## src/fwdv_pkg.sv

```systemverilog
package fwdv_pkg;

    // fixed field widths
    localparam int COUNT_W  = 5;
    localparam int OP_W     = 2;
    localparam int STATUS_W = 3;

    typedef logic [COUNT_W-1:0]  t_count;
    typedef logic [OP_W-1:0]     t_op;
    typedef logic [STATUS_W-1:0] t_status;

    // request operation codes
    localparam t_op OP_ENQUEUE = 2'd0;
    localparam t_op OP_DEQUEUE = 2'd1;
    localparam t_op OP_DELETE  = 2'd2;

    // response status codes
    localparam t_status ST_OK        = 3'd0;
    localparam t_status ST_NULL      = 3'd1;
    localparam t_status ST_FULL      = 3'd2;
    localparam t_status ST_EMPTY     = 3'd3;
    localparam t_status ST_NOT_FOUND = 3'd4;

    // per-cycle command broadcast along the cell row
    typedef enum logic [1:0] {
        CM_HOLD,
        CM_ENQ,
        CM_SHIFT,
        CM_ROTATE
    } t_cell_mode;

endpackage

```

## src/fwdv_if.sv

```systemverilog
// request channel: operation and data word
interface fwdv_req_if #(
    parameter int DATA_WIDTH = 32
);
    logic                  valid;
    logic                  ready;
    fwdv_pkg::t_op         operation;
    logic [DATA_WIDTH-1:0] item;

    modport source (output valid, output operation, output item, input ready);
    modport sink   (input valid, input operation, input item, output ready);
endinterface

// response channel: status, removed word and occupancy
interface fwdv_rsp_if #(
    parameter int DATA_WIDTH = 32
);
    logic                  valid;
    logic                  ready;
    fwdv_pkg::t_status     status;
    logic [DATA_WIDTH-1:0] item_out;
    fwdv_pkg::t_count      count;

    modport source (output valid, output status, output item_out, output count, input ready);
    modport sink   (input valid, input status, input item_out, input count, output ready);
endinterface

```

## src/fwdv_cell.sv

```systemverilog
module fwdv_cell #(
    parameter int DATA_WIDTH = 32
) (
    input  logic                   i_clk,
    input  logic                   i_rst_n,
    input  fwdv_pkg::t_cell_mode   i_mode,
    input  logic [DATA_WIDTH-1:0]  i_bcast,
    input  logic                   i_prev_valid,
    input  logic                   i_next_valid,
    input  logic [DATA_WIDTH-1:0]  i_next_word,
    output logic                   o_valid,
    output logic [DATA_WIDTH-1:0]  o_word
);
    import fwdv_pkg::*;

    logic                  r_valid;
    logic                  n_valid;
    logic [DATA_WIDTH-1:0] r_word;
    logic [DATA_WIDTH-1:0] n_word;

    // next contents from the row command and the neighbours
    always_comb begin
        n_valid = r_valid;
        n_word  = r_word;
        case (i_mode)
            CM_HOLD: begin
                n_valid = r_valid;
            end
            CM_ENQ: begin
                // first empty cell takes the new word
                if (!r_valid && i_prev_valid) begin
                    n_valid = 1'b1;
                    n_word  = i_bcast;
                end
            end
            CM_SHIFT: begin
                n_valid = i_next_valid;
                n_word  = i_next_word;
            end
            CM_ROTATE: begin
                // tail cell takes the old head back, the rest move up
                if (r_valid && !i_next_valid) begin
                    n_word = i_bcast;
                end else begin
                    n_valid = i_next_valid;
                    n_word  = i_next_word;
                end
            end
            default: begin
                n_valid = r_valid;
            end
        endcase
    end

    // occupancy flag
    always_ff @(posedge i_clk) begin
        if (!i_rst_n) begin
            r_valid <= 1'b0;
        end else begin
            r_valid <= n_valid;
        end
    end

    // stored word
    always_ff @(posedge i_clk) begin
        r_word <= n_word;
    end

    assign o_valid = r_valid;
    assign o_word  = r_word;

endmodule

```

## src/fwdv_ctrl.sv

```systemverilog
module fwdv_ctrl #(
    parameter int QUEUE_DEPTH = 16,
    parameter int DATA_WIDTH  = 32
) (
    input  logic                   i_clk,
    input  logic                   i_rst_n,
    fwdv_req_if.sink               i_req,
    fwdv_rsp_if.source             o_rsp,
    input  logic [DATA_WIDTH-1:0]  i_head_word,
    output fwdv_pkg::t_cell_mode   o_mode,
    output logic [DATA_WIDTH-1:0]  o_bcast
);
    import fwdv_pkg::*;

    localparam int CNT_W = $clog2(QUEUE_DEPTH + 1);

    typedef enum logic [1:0] {
        S_IDLE,
        S_SCAN,
        S_DONE
    } t_state;

    t_state                r_state;
    t_state                n_state;
    logic [CNT_W-1:0]      r_count;
    logic [CNT_W-1:0]      n_count;
    logic [CNT_W-1:0]      r_left;
    logic [CNT_W-1:0]      n_left;
    logic                  r_found;
    logic                  n_found;
    logic [DATA_WIDTH-1:0] r_match_word;
    logic [DATA_WIDTH-1:0] n_match_word;
    logic                  r_out_valid;
    logic                  n_out_valid;
    t_status               r_status;
    t_status               n_status;
    logic [DATA_WIDTH-1:0] r_item_out;
    logic [DATA_WIDTH-1:0] n_item_out;
    t_count                r_cnt_out;
    t_count                n_cnt_out;

    logic                  w_ready;
    logic                  w_accept;
    logic                  w_res_load;
    t_status               w_res_status;
    logic [DATA_WIDTH-1:0] w_res_item;
    logic                  w_head_hit;

    // take a request only when idle and the output slot frees up
    assign w_ready    = (r_state == S_IDLE) && (!r_out_valid || o_rsp.ready);
    assign w_accept   = i_req.valid && w_ready;
    assign w_head_hit = !r_found && (i_head_word == r_match_word);

    // operation decode, delete scan sequencing and response build
    always_comb begin
        n_state      = r_state;
        n_count      = r_count;
        n_left       = r_left;
        n_found      = r_found;
        n_match_word = r_match_word;
        n_out_valid  = r_out_valid && !o_rsp.ready;
        n_status     = r_status;
        n_item_out   = r_item_out;
        n_cnt_out    = r_cnt_out;
        w_res_load   = 1'b0;
        w_res_status = ST_OK;
        w_res_item   = '0;
        o_mode       = CM_HOLD;
        o_bcast      = i_req.item;

        case (r_state)
            S_IDLE: begin
                if (w_accept) begin
                    w_res_load = 1'b1;
                    case (i_req.operation)
                        OP_ENQUEUE: begin
                            if (i_req.item == '0) begin
                                w_res_status = ST_NULL;
                            end else if (r_count == CNT_W'(QUEUE_DEPTH)) begin
                                w_res_status = ST_FULL;
                            end else begin
                                o_mode  = CM_ENQ;
                                n_count = r_count + CNT_W'(1);
                            end
                        end
                        OP_DEQUEUE: begin
                            if (r_count == '0) begin
                                w_res_status = ST_EMPTY;
                            end else begin
                                o_mode     = CM_SHIFT;
                                w_res_item = i_head_word;
                                n_count    = r_count - CNT_W'(1);
                            end
                        end
                        OP_DELETE: begin
                            if (i_req.item == '0) begin
                                w_res_status = ST_NULL;
                            end else if (r_count == '0) begin
                                w_res_status = ST_NOT_FOUND;
                            end else begin
                                // rotate the whole row once through the head
                                w_res_load   = 1'b0;
                                n_state      = S_SCAN;
                                n_left       = r_count;
                                n_found      = 1'b0;
                                n_match_word = i_req.item;
                            end
                        end
                        default: begin
                            w_res_status = ST_OK;
                        end
                    endcase
                end
            end
            S_SCAN: begin
                // first matching head word is dropped, others go to the tail
                o_bcast = i_head_word;
                if (w_head_hit) begin
                    o_mode  = CM_SHIFT;
                    n_found = 1'b1;
                    n_count = r_count - CNT_W'(1);
                end else begin
                    o_mode = CM_ROTATE;
                end
                n_left = r_left - CNT_W'(1);
                if (r_left == CNT_W'(1)) begin
                    n_state = S_DONE;
                end
            end
            S_DONE: begin
                if (!r_out_valid || o_rsp.ready) begin
                    w_res_load   = 1'b1;
                    w_res_status = r_found ? ST_OK : ST_NOT_FOUND;
                    n_state      = S_IDLE;
                end
            end
            default: begin
                n_state = S_IDLE;
            end
        endcase

        // response register load
        if (w_res_load) begin
            n_out_valid = 1'b1;
            n_status    = w_res_status;
            n_item_out  = w_res_item;
            n_cnt_out   = COUNT_W'(n_count);
        end
    end

    // state, counters and response register
    always_ff @(posedge i_clk) begin
        if (!i_rst_n) begin
            r_state     <= S_IDLE;
            r_count     <= '0;
            r_left      <= '0;
            r_found     <= 1'b0;
            r_out_valid <= 1'b0;
        end else begin
            r_state     <= n_state;
            r_count     <= n_count;
            r_left      <= n_left;
            r_found     <= n_found;
            r_out_valid <= n_out_valid;
        end
        r_match_word <= n_match_word;
        r_status     <= n_status;
        r_item_out   <= n_item_out;
        r_cnt_out    <= n_cnt_out;
    end

    assign i_req.ready    = w_ready;
    assign o_rsp.valid    = r_out_valid;
    assign o_rsp.status   = r_status;
    assign o_rsp.item_out = r_item_out;
    assign o_rsp.count    = r_cnt_out;

endmodule

```

## src/fifo_with_delete_by_value.sv

```systemverilog
// FIFO of nonzero words with delete of the first matching word.
// i_req (sink): operation (enqueue, dequeue, delete) and item; a beat is taken
// when valid and ready are both high at a rising edge of i_clk.
// o_rsp (source): status, item_out (word removed by dequeue, else zero) and
// count (stored words after the operation), one response beat per request.
// Storage is a row of QUEUE_DEPTH cells, cell 0 holding the head.
// Enqueue, dequeue and every rejected request: response valid the cycle after
// the request beat; the next request can be taken in the following cycle.
// Delete of a nonzero word with N words stored: the row rotates through the
// head compare once, one cell step a cycle, and the response is then loaded
// in S_DONE; ready stays low from the request beat until that load.
// A stalled response is held in the output register; one more request is
// taken meanwhile only if its response can enter as the held beat leaves.
// i_rst_n (synchronous, active low) empties the queue and drops any
// pending response; stored words are not cleared and are never read.
module fifo_with_delete_by_value #(
    parameter int QUEUE_DEPTH = 16,
    parameter int DATA_WIDTH  = 32
) (
    input  logic       i_clk,
    input  logic       i_rst_n,
    fwdv_req_if.sink   i_req,
    fwdv_rsp_if.source o_rsp
);
    import fwdv_pkg::*;

    t_cell_mode            w_mode;
    logic [DATA_WIDTH-1:0] w_bcast;
    logic                  w_valid [QUEUE_DEPTH];
    logic [DATA_WIDTH-1:0] w_word  [QUEUE_DEPTH];

    // sequencer and response register
    fwdv_ctrl #(
        .QUEUE_DEPTH (QUEUE_DEPTH),
        .DATA_WIDTH  (DATA_WIDTH)
    ) u_ctrl (
        .i_clk       (i_clk),
        .i_rst_n     (i_rst_n),
        .i_req       (i_req),
        .o_rsp       (o_rsp),
        .i_head_word (w_word[0]),
        .o_mode      (w_mode),
        .o_bcast     (w_bcast)
    );

    // row of storage cells, each linked to both neighbours
    for (genvar g = 0; g < QUEUE_DEPTH; g++) begin : g_cell
        logic                  w_prev_valid;
        logic                  w_next_valid;
        logic [DATA_WIDTH-1:0] w_next_word;

        if (g == 0) begin : g_head
            assign w_prev_valid = 1'b1;
        end else begin : g_body
            assign w_prev_valid = w_valid[g-1];
        end

        if (g == QUEUE_DEPTH - 1) begin : g_last
            assign w_next_valid = 1'b0;
            assign w_next_word  = '0;
        end else begin : g_link
            assign w_next_valid = w_valid[g+1];
            assign w_next_word  = w_word[g+1];
        end

        fwdv_cell #(
            .DATA_WIDTH (DATA_WIDTH)
        ) u_cell (
            .i_clk        (i_clk),
            .i_rst_n      (i_rst_n),
            .i_mode       (w_mode),
            .i_bcast      (w_bcast),
            .i_prev_valid (w_prev_valid),
            .i_next_valid (w_next_valid),
            .i_next_word  (w_next_word),
            .o_valid      (w_valid[g]),
            .o_word       (w_word[g])
        );
    end

endmodule

```

## src/flat_wrapper.sv

```systemverilog
// flat-port wrapper written by rule: the top's interface ports become plain ports
module fifo_with_delete_by_value_flat import fwdv_pkg::*;
#(
    parameter int QUEUE_DEPTH = 16,
    parameter int DATA_WIDTH  = 32
)
  (i_clk, i_rst_n, i_req_valid, i_req_operation, i_req_item, i_req_ready, o_rsp_valid, o_rsp_status, o_rsp_item_out, o_rsp_count, o_rsp_ready);
  fwdv_req_if #(.DATA_WIDTH(DATA_WIDTH)) i_req_i ();
  fwdv_rsp_if #(.DATA_WIDTH(DATA_WIDTH)) o_rsp_i ();
  input  logic i_clk;
  input  logic i_rst_n;
  input wire logic [$bits(i_req_i.valid)-1:0] i_req_valid;
  input wire logic [$bits(i_req_i.operation)-1:0] i_req_operation;
  input wire logic [$bits(i_req_i.item)-1:0] i_req_item;
  output wire logic [$bits(i_req_i.ready)-1:0] i_req_ready;
  output wire logic [$bits(o_rsp_i.valid)-1:0] o_rsp_valid;
  output wire logic [$bits(o_rsp_i.status)-1:0] o_rsp_status;
  output wire logic [$bits(o_rsp_i.item_out)-1:0] o_rsp_item_out;
  output wire logic [$bits(o_rsp_i.count)-1:0] o_rsp_count;
  input wire logic [$bits(o_rsp_i.ready)-1:0] o_rsp_ready;
  assign i_req_i.valid = i_req_valid;
  assign i_req_i.operation = i_req_operation;
  assign i_req_i.item = i_req_item;
  assign i_req_ready = i_req_i.ready;
  assign o_rsp_valid = o_rsp_i.valid;
  assign o_rsp_status = o_rsp_i.status;
  assign o_rsp_item_out = o_rsp_i.item_out;
  assign o_rsp_count = o_rsp_i.count;
  assign o_rsp_i.ready = o_rsp_ready;
  fifo_with_delete_by_value #(.QUEUE_DEPTH(QUEUE_DEPTH), .DATA_WIDTH(DATA_WIDTH)) u_core (.i_clk(i_clk), .i_rst_n(i_rst_n), .i_req(i_req_i), .o_rsp(o_rsp_i));
endmodule
```

## config.mk

```make
export PLATFORM = sky130hd
export DESIGN_NAME = fifo_with_delete_by_value_flat
export DESIGN_NICKNAME = d
export VERILOG_FILES = /design/src/fwdv_pkg.sv /design/src/fwdv_if.sv /design/src/fwdv_cell.sv /design/src/fwdv_ctrl.sv /design/src/fifo_with_delete_by_value.sv /design/src/flat_wrapper.sv
export SDC_FILE = /design/constraint.sdc
export NUM_CORES = 1
export LEC_CHECK = 0
export BUFFER_PORTS_ARGS = -buffer_cell sky130_fd_sc_hd__buf_2
export CAP_MARGIN = 0
export CORE_ASPECT_RATIO = 1.2
export CORE_MARGIN = 4
export CORE_UTILIZATION = 45
export CTS_BUF_LIST = sky130_fd_sc_hd__clkbuf_8
export DETAILED_ROUTE_END_ITERATION = 6
export MAX_ROUTING_LAYER = met4
export SLEW_MARGIN = 0
export SYNTH_ARGS = -nofsm -noshare
export SYNTH_HDL_FRONTEND = slang
export SYNTH_SLANG_ARGS = --single-unit
```

## constraint.sdc

```tcl
create_clock -name i_clk -period 16.1 [get_ports i_clk]
set_input_delay 1.61 -clock i_clk [delete_from_list [all_inputs] [get_ports i_clk]]
set_output_delay 1.61 -clock i_clk [all_outputs]
set_load 0.005 [all_outputs]
```

==> key figures <==
Global route
  – Met3 Use GR: 0.03292
  – Total gr overflow: 0
  – Number of global-route vias before repair: 24900
  – Most used routing layer: met2
  – Pin count of the biggest net entering global routing: around 200
  – Met2 GRT Util: 0.3619
  – First-pass GRT wire length: approximately 140 mm
  – Met1 GRT Util: 0.2905
  – Initial antenna violation count: 1
  – Gr usage total: 0.2234

CTS
  – Sink Count: ~600
  – Clock transition at the registers of the reported paths: around 0.05 ns
  – Post-CTS sizing: 0
  – Root buffer selected by CTS: clkbuf_8
  – Worst skew pair latency: approximately 0.70 ns
  – Max H-tree Level: 3
  – Post-CTS Hold Buffers: 0
  – CTS tree: done
  – TritonCTS buffer count: approximately 100
  – Clk buf depth: 3
  – Post-CTS setup repair buffer count: 0

Timing
  – Min cycle time layout: between 6 and 7 ns
  – Max Slew Vio Count: 0
  – Tcrit/Tclk final: 0.3952
  – Max Clk Rate: roughly 160 MHz
  – Final setup violation count: 0
  – Slew margin rel.: 0.1783
  – Hold Vio Cnt, Final: 0
  – Worst slew pin tran: between 1 and 1.5 ns
  – RSZ-0062 raised after global routing: no
  – Setup tns final: 0 ns
  – Final setup skew: 0.02216 ns

Min path
  – Hold Crit Class: flip-flop to flip-flop
  – Hold Crit Depth: 2
  – Hold-critical path endpoint: u_core.u_ctrl.r_left[3]
  – Hold path start: u_core.u_ctrl.r_left[3]

Placed design
  – Total placed cells including tap cells: 4010
  – Routability cong.: just under 0.9
  – HPWL after detailed placement: 47.57 mm
  – Port buffer count: 79

Pwr
  – Pwr Density: between 100 and 150 nW/µm²
  – VDD IR-drop max: ~65 µV
  – P_leak: about 12 nW

Layout
  – Post-route non-filler standard cell count: about 4200
  – Final Net Count: 3234
  – Share of layout cells above drive strength 1: 0.09471
  – Fill cell count: 6434
  – Synthesis-to-finish area growth: 7.587%

Synthesis
  – Area leader, netlist: edfxtp_1
  – Cells after synthesis: roughly 3300
  – Post-synth EDFFs: approximately 580
  – Post-Syn Area per Cell: 9.916 µm²
  – Distinct cells, synth: 69
  – Most common flop cell mapped by yosys: edfxtp_1
  – YS warnings: 0
  – Register area share after synthesis: 0.5571
  – Post-synth top area share: 0.5387
  – Synth area leaders: edfxtp_1 (54%), o221ai_1 (11%), a21oi_1 (7.1%)
  – Net Count, Synth: between 3000 and 4000
  – Seq cells post-synth: 614
  – Post-synth design cell area: approximately 33000 µm²
  – Async SR Flop Fraction: 0

Floorplanning
  – Die W: about 250 µm
  – Cell Rows: 107
  – IO Pins: 80
  – Initial Utilization: 0.4562
  – Core ar.: 71360 µm²
  – Die Y: about 300 µm
  – Die area: 76730 µm²

Routing
  – Vias: around 26000
  – DR pass1 iterations: 6
  – DRT iter0 DRCs: between 3000 and 4000
  – Avg WL per Cell: roughly 21 µm
  – Routed wire length: approximately 86 mm
  – Vias per std cell: ~6.3
  – DRC violations left: 0
  – Remaining antenna violation count after routing: 0

Critical path
  – Worst EP required: between 15 and 20 ns
  – Critical Path AT: a little under 7 ns
  – RR Endpoint: u_core.g_cell[14].u_cell.o_word[7]
  – Worst R2R Start: u_core.g_cell[0].u_cell.o_word[14]
  – Crit. End Element: flip-flop
  – Worst-path maximum fanout: approximately 200
  – R2r setup slk: roughly 10 ns
  – Reg2reg path depth: 11
  – Crit Path Category: input port to flip-flop
  – Startpoint Class: input port

Run
  – MaxCap Viol Count: 0

Run status
  – Status: completed
-- cell families (layout without fill, tap and decap cells) --
kind of cell               count (synthesis)  in the layout  synth area share
AOI/OAI and AO/OA                       1103           1103            0.2294
xor gates and xnor gates                  36             36          0.009685
adders and majority gates                  8              8          0.003075
buffers and inverters                    345            314           0.04270
DFF                                      614            614            0.5571
muxes                                     33             33           0.01618
other                                      0              1                 0
and+or+nand+nor                         1144           1144            0.1418
-- layout by cell type, fill, tap and decap left out, types with 9 or more instances in the layout --
cell type	n
a22oi_1	33
and2_1	34
o31ai_1	12
o21ai_0	94
mux2i_4	13
clkinv_1	17
o21ai_1	9
a21oi_1	462
clkbuf_8	105
xor2_1	31
buf_4	48
mux2i_1	10
dfxtp_1	30
nand2b_2	14
o221ai_1	419
nand2_1	562
nor2_1	468
nor4_1	14
nand3_1	10
edfxtp_1	584
a221o_1	30
buf_2	79
mux2i_2	10
inv_1	52
-- layer usage --
metal  part of all wire  routed length, µm  up-vias
met1               0.43              36790    12910
met3              0.069               6002      167
li1                   -                  -    12240
met5                  0                  0        -
met4              0.028               2438        0
met2               0.48              41160     1080
-- worst max-delay path, cell delays in order --
cell	delay, ns
buf_2	0.13
nor4_1	0.50
nand4_2	0.36
o211ai_1	0.35
o21a_1	0.26
ha_4	0.54
or2_4	0.76
buf_4	0.90
buf_12	0.72
nor2_1	0.12
a221o_1	0.29
-- cells in the mapped netlist (10+ instances only) --
| cell type | number |
|---|---|
| xor2_1 | 31 |
| clkbuf_1 | 233 |
| nand2_1 | 565 |
| buf_2 | 31 |
| dfxtp_1 | 30 |
| nand3_1 | 10 |
| mux2i_1 | 11 |
| nand2b_1 | 13 |
| inv_1 | 16 |
| edfxtp_1 | 584 |
| buf_1 | 55 |
| o221ai_1 | 419 |
| a22oi_1 | 33 |
| and2_1 | 34 |
| a21oi_1 | 463 |
| mux2i_4 | 13 |
| o21ai_0 | 95 |
| a221o_1 | 30 |
| o31ai_1 | 12 |
| nor2_1 | 470 |
| nor4_1 | 14 |
-- area by class of cell --
| type | instances | area [µm²] | share of cell area |
|---|---|---|---|
| inverter | 17 | 78.83 | 0.002251 |
| clock inverter | 63 | 272.8 | 0.007788 |
| multi-input combinational | 2324 | 13130 | 0.3750 |
| timing repair buffer | 129 | 795.8 | 0.02272 |
| tap | 926 | 1159 | 0.03308 |
| sequential | 614 | 18140 | 0.5178 |
| clock buffer | 105 | 1445 | 0.04126 |
| antenna | 1 | 2.502 | 0.00007145 |
-- flip-flops by register name, indices dropped and copies added, names as in the netlist --
| name | count |
|---|---|
| u_core.g_cell.u_cell.o_valid | 16 |
| u_core.g_cell.u_cell.o_word | 512 |
| u_core.u_ctrl.o_rsp.count | 5 |
| u_core.u_ctrl.o_rsp.item_out | 32 |
| u_core.u_ctrl.o_rsp.status | 3 |
| u_core.u_ctrl.o_rsp.valid | 1 |
| u_core.u_ctrl.r_count | 5 |
| u_core.u_ctrl.r_found | 1 |
| u_core.u_ctrl.r_left | 5 |
| u_core.u_ctrl.r_match_word | 32 |
| u_core.u_ctrl.r_state | 2 |
-- stage by stage --
| step | area (µm²) | util | hold WS (ns) | worst slack [ns] | total power, mW |
|---|---|---|---|---|---|
| 2_1_floorplan | 32560 | - | 0.4574 | 2.721 | 3.338 |
| 3_3_place_gp | 33300 | 0.4667 | 0.4760 | 9.222 | 3.533 |
| 4_1_cts | 35020 | 0.4908 | 0.5038 | 9.936 | 4.833 |
| 6_report | 35020 | 0.4908 | 0.5029 | 9.737 | 4.805 |
| 3_5_place_dp | 33300 | 0.4667 | 0.4933 | 9.173 | 3.601 |
| 5_1_grt | 35020 | 0.4908 | 0.5159 | 9.504 | 5.078 |
-- worst max-delay path by stage --
stage / start / endpoint / slack [ns] / cells after the start
after floorplan: i_req_valid / u_core.g_cell[14].u_cell.o_valid / 2.72 / 10
after detailed placement: i_req_item[8] / u_core.g_cell[14].u_cell.o_word[5] / 9.17 / 11
after global placement: i_req_item[8] / u_core.g_cell[14].u_cell.o_valid / 9.22 / 13
final: i_req_item[17] / u_core.g_cell[14].u_cell.o_word[7] / 9.74 / 11
after global routing: i_req_item[8] / u_core.g_cell[13].u_cell.o_word[16] / 9.50 / 11
after CTS: i_req_item[8] / u_core.g_cell[13].u_cell.o_word[16] / 9.94 / 11
-- where the power goes --
group / internal, mW / switching, mW
Sequential: 2.18 / 0.137
Clock: 0.597 / 0.622
Combinational: 0.436 / 0.831
Total: 3.22 / 1.59
Power figures use the tool's default switching activity.
